==> src/hdl/sma_div.sv <==
`timescale 1ns / 1ps
`default_nettype none
// ----------------------------------------------------------------------------
// sma_div
// Unsigned restoring divider, one quotient bit per cycle.
// ----------------------------------------------------------------------------
module sma_div #(
  parameter int DW = 40,
  parameter int VW = 9
) (
  input  logic          clk,
  input  logic          rst_n,
  input  logic          start,
  input  logic [DW-1:0] dividend,
  input  logic [VW-1:0] divisor,
  output logic          done,
  output logic [DW-1:0] quotient
);

  localparam int CNTW = $clog2(DW);

  logic [DW-1:0]   quo_r, quo_nxt;
  logic [VW-1:0]   rem_r, rem_nxt;
  logic [VW-1:0]   dvs_r;
  logic [CNTW-1:0] cnt_r, cnt_nxt;
  logic            busy_r, busy_nxt;
  logic            done_r, done_nxt;
  logic [VW:0]     shifted;
  logic [VW:0]     trial;

  always_comb begin
    shifted  = {rem_r, quo_r[DW-1]};
    trial    = shifted - {1'b0, dvs_r};
    quo_nxt  = quo_r;
    rem_nxt  = rem_r;
    cnt_nxt  = cnt_r;
    busy_nxt = busy_r;
    done_nxt = 1'b0;
    if (start) begin
      quo_nxt  = dividend;
      rem_nxt  = '0;
      cnt_nxt  = '0;
      busy_nxt = 1'b1;
    end else if (busy_r) begin
      // restore when the trial subtract goes negative
      if (!trial[VW]) begin
        rem_nxt = trial[VW-1:0];
        quo_nxt = {quo_r[DW-2:0], 1'b1};
      end else begin
        rem_nxt = shifted[VW-1:0];
        quo_nxt = {quo_r[DW-2:0], 1'b0};
      end
      cnt_nxt = cnt_r + CNTW'(1);
      if (cnt_r == CNTW'(DW - 1)) begin
        busy_nxt = 1'b0;
        done_nxt = 1'b1;
      end
    end
  end

  always_ff @(posedge clk) begin
    if (!rst_n) begin
      busy_r <= 1'b0;
      done_r <= 1'b0;
      cnt_r  <= '0;
    end else begin
      busy_r <= busy_nxt;
      done_r <= done_nxt;
      cnt_r  <= cnt_nxt;
    end
  end

  always_ff @(posedge clk) begin
    quo_r <= quo_nxt;
    rem_r <= rem_nxt;
    if (start) begin
      dvs_r <= divisor;
    end
  end

  assign done     = done_r;
  assign quotient = quo_r;

endmodule

`default_nettype wire

==> config.mk <==
export PLATFORM = sky130hd
export DESIGN_NAME = sma_div
export DESIGN_NICKNAME = d
export VERILOG_FILES = /design/src/hdl/sma_div.sv
export SDC_FILE = /design/constraint.sdc
export NUM_CORES = 1
export LEC_CHECK = 0
export BUFFER_PORTS_ARGS = -buffer_cell sky130_fd_sc_hd__buf_2
export CORE_MARGIN = 3
export CORE_UTILIZATION = 45
export DETAILED_ROUTE_END_ITERATION = 10
export GPL_ROUTABILITY_DRIVEN = 1
export PLACE_DENSITY = 0.71
export SYNTH_ARGS = -nofsm -noshare
export SYNTH_HDL_FRONTEND = slang
export SYNTH_SLANG_ARGS = --single-unit
==> constraint.sdc <==
create_clock -name clk -period 3.25 [get_ports clk]
set_clock_uncertainty 0.15 [all_clocks]
set_input_delay 0.325 -clock clk [delete_from_list [all_inputs] [get_ports clk]]
set_output_delay 0.325 -clock clk [all_outputs]
set_load 0.03 [all_outputs]
==> run metrics <==
worst hold slack=0.0138 ns; residual overflow from global routing=0; max-capacitance violation count=0; Starting DRT DRC Count=116; clock latency at the later pin of the worst-skew pair=0.34 ns; primary flip-flop cell chosen by synthesis mapping=sky130_fd_sc_hd__edfxtp_1; Inserted Clock Buffers=9; half-perimeter wire length after placement=4.45 mm; deepest level of the CTS H-tree=3; result of the run=complete, no violations; number of enable flip-flop cells after synthesis=49; cell chosen for the clock root=sky130_fd_sc_hd__clkbuf_8; CTS tree=yes; global placement routability congestion=0.781; number of distinct library cell variants in the gate-level netlist after synthesis=39; number of vias after detailed routing=2207; kind of capture point of the worst setup path=flip-flop; antenna diode count=0; most common cell after layout, fill and taps aside=sky130_fd_sc_hd__buf_2; CP Max Fanout=16; Nets=400; count of mapped cells out of synthesis=234; Synth Area in Simple Gates=0.0642; post-route insts no fill=418; M3 GR Usage=0.0636; Cell Count Post-Placement=397; number of nets in the synthesized netlist=297; critical setup path kind=flip-flop to flip-flop; first-pass detailed-route iteration total=4; max-slew headroom at the worst pin=0.500; wire length of the first global-routing pass=10.3 mm; setup_tns=0 ns; number of sinks on the clock net=66; cell type of the slowest stage on the worst timing path=sky130_fd_sc_hd__a311oi_4; met2 layer usage reported by global route=0.244; Leakage Power=1.66 nW; adder and majority cell fraction of the synthesized area=0.0468; complex-gate fraction of the synthesized area=0.0969; final cycle utilization of the critical path=0.831; async set-reset flop share out of synthesis=0; initial antenna violation count=0; number of setup violations in the final report=0; critical path startpoint category=flip-flop; post-synthesis share of cell area spent on xor and xnor gates=0.0254; register bit count reported by yosys=66; pin slew with the least headroom to its limit=0.751 ns; number of global-route vias before repair=2145; I/O Buffers=92; maximum frequency from static timing analysis=0.370 GHz; HP Class=input port to flip-flop; post-detailed-route count of antenna-violating nets=0; floorplan die area=7920 µm²; area of the core=6490 µm²; area added between synthesis and finish=25.0%; CP peak stage delay=0.72 ns; post-route standard cell area excluding fillers=3870 µm²; layer carrying the most global-route usage=met2; endpoint arrival time on the critical path=2.79 ns; final-report max-slew violation count=0; most frequent cells in the layout=92 x sky130_fd_sc_hd__buf_2, 49 x sky130_fd_sc_hd__edfxtp_1, 39 x sky130_fd_sc_hd__mux2_2; area leader, netlist=sky130_fd_sc_hd__edfxtp_1; highest ir drop seen on vdd=0.382 mV; RSZ-0062 raised after global routing=no; average routed wire per standard cell=15.4 µm; fraction of post-synthesis cell area in the top cell type by area=0.475; pin count of the biggest net entering global routing=57; Die Wd=89.0 µm; Final Hold Violating Endpoints=0; clock-pin slew of the registers on the worst-case setup and hold paths=0.07 ns; cells traversed along the worst timing path=inv_1 > ha_1 > nor2b_1 > o31ai_2 > o21ai_1 > a311oi_4 > mux2i_1 > a211oi_1; global routing usage on met1=0.232; wirelength, routed=6.45 mm; number of top-level design ports=93; fraction of final layout cells sized beyond drive strength 1=0.431; sequential area share after synthesis=0.585; Syn. warnings=0; netlist area before placement=3100 µm²; dominant combinational cell family by area after synthesis=multiplexers; post-CTS setup buffer count=0; post-layout power=2.09 mW; initial standard-cell utilization of the core=0.477; total of fill cells in the finished design=524; final critical-path required period=2.70 ns; maximum clock insertion buffer count=2; number of core rows=29; ratio of routed vias to standard cells=5.28; post-CTS resize count=0; post-detailed-route DRC marker count=0; required time of the critical path=3.34 ns; main area contributors after synthesis=sky130_fd_sc_hd__edfxtp_1 47%, sky130_fd_sc_hd__mux2_2 14%, sky130_fd_sc_hd__dfxtp_1 11%, sky130_fd_sc_hd__ha_1 4.0%, sky130_fd_sc_hd__inv_1 1.7%; Mean Syn Cell Area=13.2 µm²; Area after DPL=3640 µm²; share of synthesized area spent on multiplexers=0.155; GRT Util Overall=0.173; die height=89.0 µm; PD cells=541 nW/µm²
where the power goes:
group / total, mW / switching (mW) / internal [mW]
logic: 0.420 / 0.256 / 0.165
clock network: 0.637 / 0.292 / 0.345
registers: 1.04 / 0.0420 / 0.995
Yosys cell counts, types with 2 or more instances:
master / instances
sky130_fd_sc_hd__xor2_1: 6
sky130_fd_sc_hd__nor2_1: 13
sky130_fd_sc_hd__nor2b_1: 2
sky130_fd_sc_hd__ha_1: 10
sky130_fd_sc_hd__xnor2_1: 3
sky130_fd_sc_hd__inv_1: 14
sky130_fd_sc_hd__o31ai_1: 3
sky130_fd_sc_hd__and3_1: 2
sky130_fd_sc_hd__a21o_1: 4
sky130_fd_sc_hd__a32oi_1: 2
sky130_fd_sc_hd__dfxtp_1: 17
sky130_fd_sc_hd__o21ai_0: 8
sky130_fd_sc_hd__nand4_1: 4
sky130_fd_sc_hd__nand2_1: 10
sky130_fd_sc_hd__nor3_1: 3
sky130_fd_sc_hd__mux2i_1: 4
sky130_fd_sc_hd__a21oi_1: 8
sky130_fd_sc_hd__o21a_1: 2
sky130_fd_sc_hd__o311ai_0: 2
sky130_fd_sc_hd__nand2b_1: 3
sky130_fd_sc_hd__nand3_1: 3
sky130_fd_sc_hd__buf_1: 2
sky130_fd_sc_hd__clkbuf_1: 5
sky130_fd_sc_hd__mux2_2: 39
sky130_fd_sc_hd__a211oi_1: 3
sky130_fd_sc_hd__edfxtp_1: 49
critical path, delay by kind of cell (launching register included):
family,cells,cell delay (ns)
simple gates,1,0.15
flops,1,0.42
mux,1,0.18
buf+inv,1,0.08
fa+ha+maj,1,0.21
compound gates,4,1.42
worst paths after layout:
check	from	end	slack (ns)	cells after the start
max	dvs_r[1]	rem_r[6]	0.55	8
min reg2reg	cnt_r[5]	cnt_r[5]	0.35	2
max reg2reg	dvs_r[1]	rem_r[6]	0.55	8
min	divisor[4]	dvs_r[4]	0.01	1
cell families (layout without fill, tap and decap cells):
kind of cell	Yosys count	count (layout)
flip-flops	66	66
multiplexers	43	43
AND/OR/NAND/NOR	42	42
AO/OA/AOI/OAI	41	41
buffers and inverters	22	129
adder cells (fa/ha/maj)	11	11
XOR/XNOR	9	9
layout make-up:
cell class,instances,area (µm²),area share
clock inverters,4,43.8,0.0113
repair buffers,100,536,0.138
inverters,14,52.6,0.0136
well taps,77,96.3,0.0249
flip-flops and latches,66,1810,0.468
clock buffers,11,131,0.0339
multi-input cells,146,1200,0.310
state kept, by name (all words and copies together), names as in the netlist:
signal	cells
quotient	40
cnt_r	6
busy_r	1
rem_r	9
done	1
dvs_r	9
through the flow:
step,worst slack [ns],utilization
5_1_grt,0.395,0.596
6_report,0.551,0.596
4_1_cts,0.540,0.596
3_5_place_dp,0.581,0.560
3_3_place_gp,0.659,0.560
2_1_floorplan,0.841,-
repair_timing:
item	CTS	global route
hold buffers	6	0
setup endpoints to repair	0	0
hold endpoints to repair	6	0
routing by layer:
metal,up-vias,wire length (µm)
met1,1028,2770
met5,-,0
li1,1083,-
met4,0,106
met2,86,2920
met3,10,652
(Power assumes the default switching activity.)
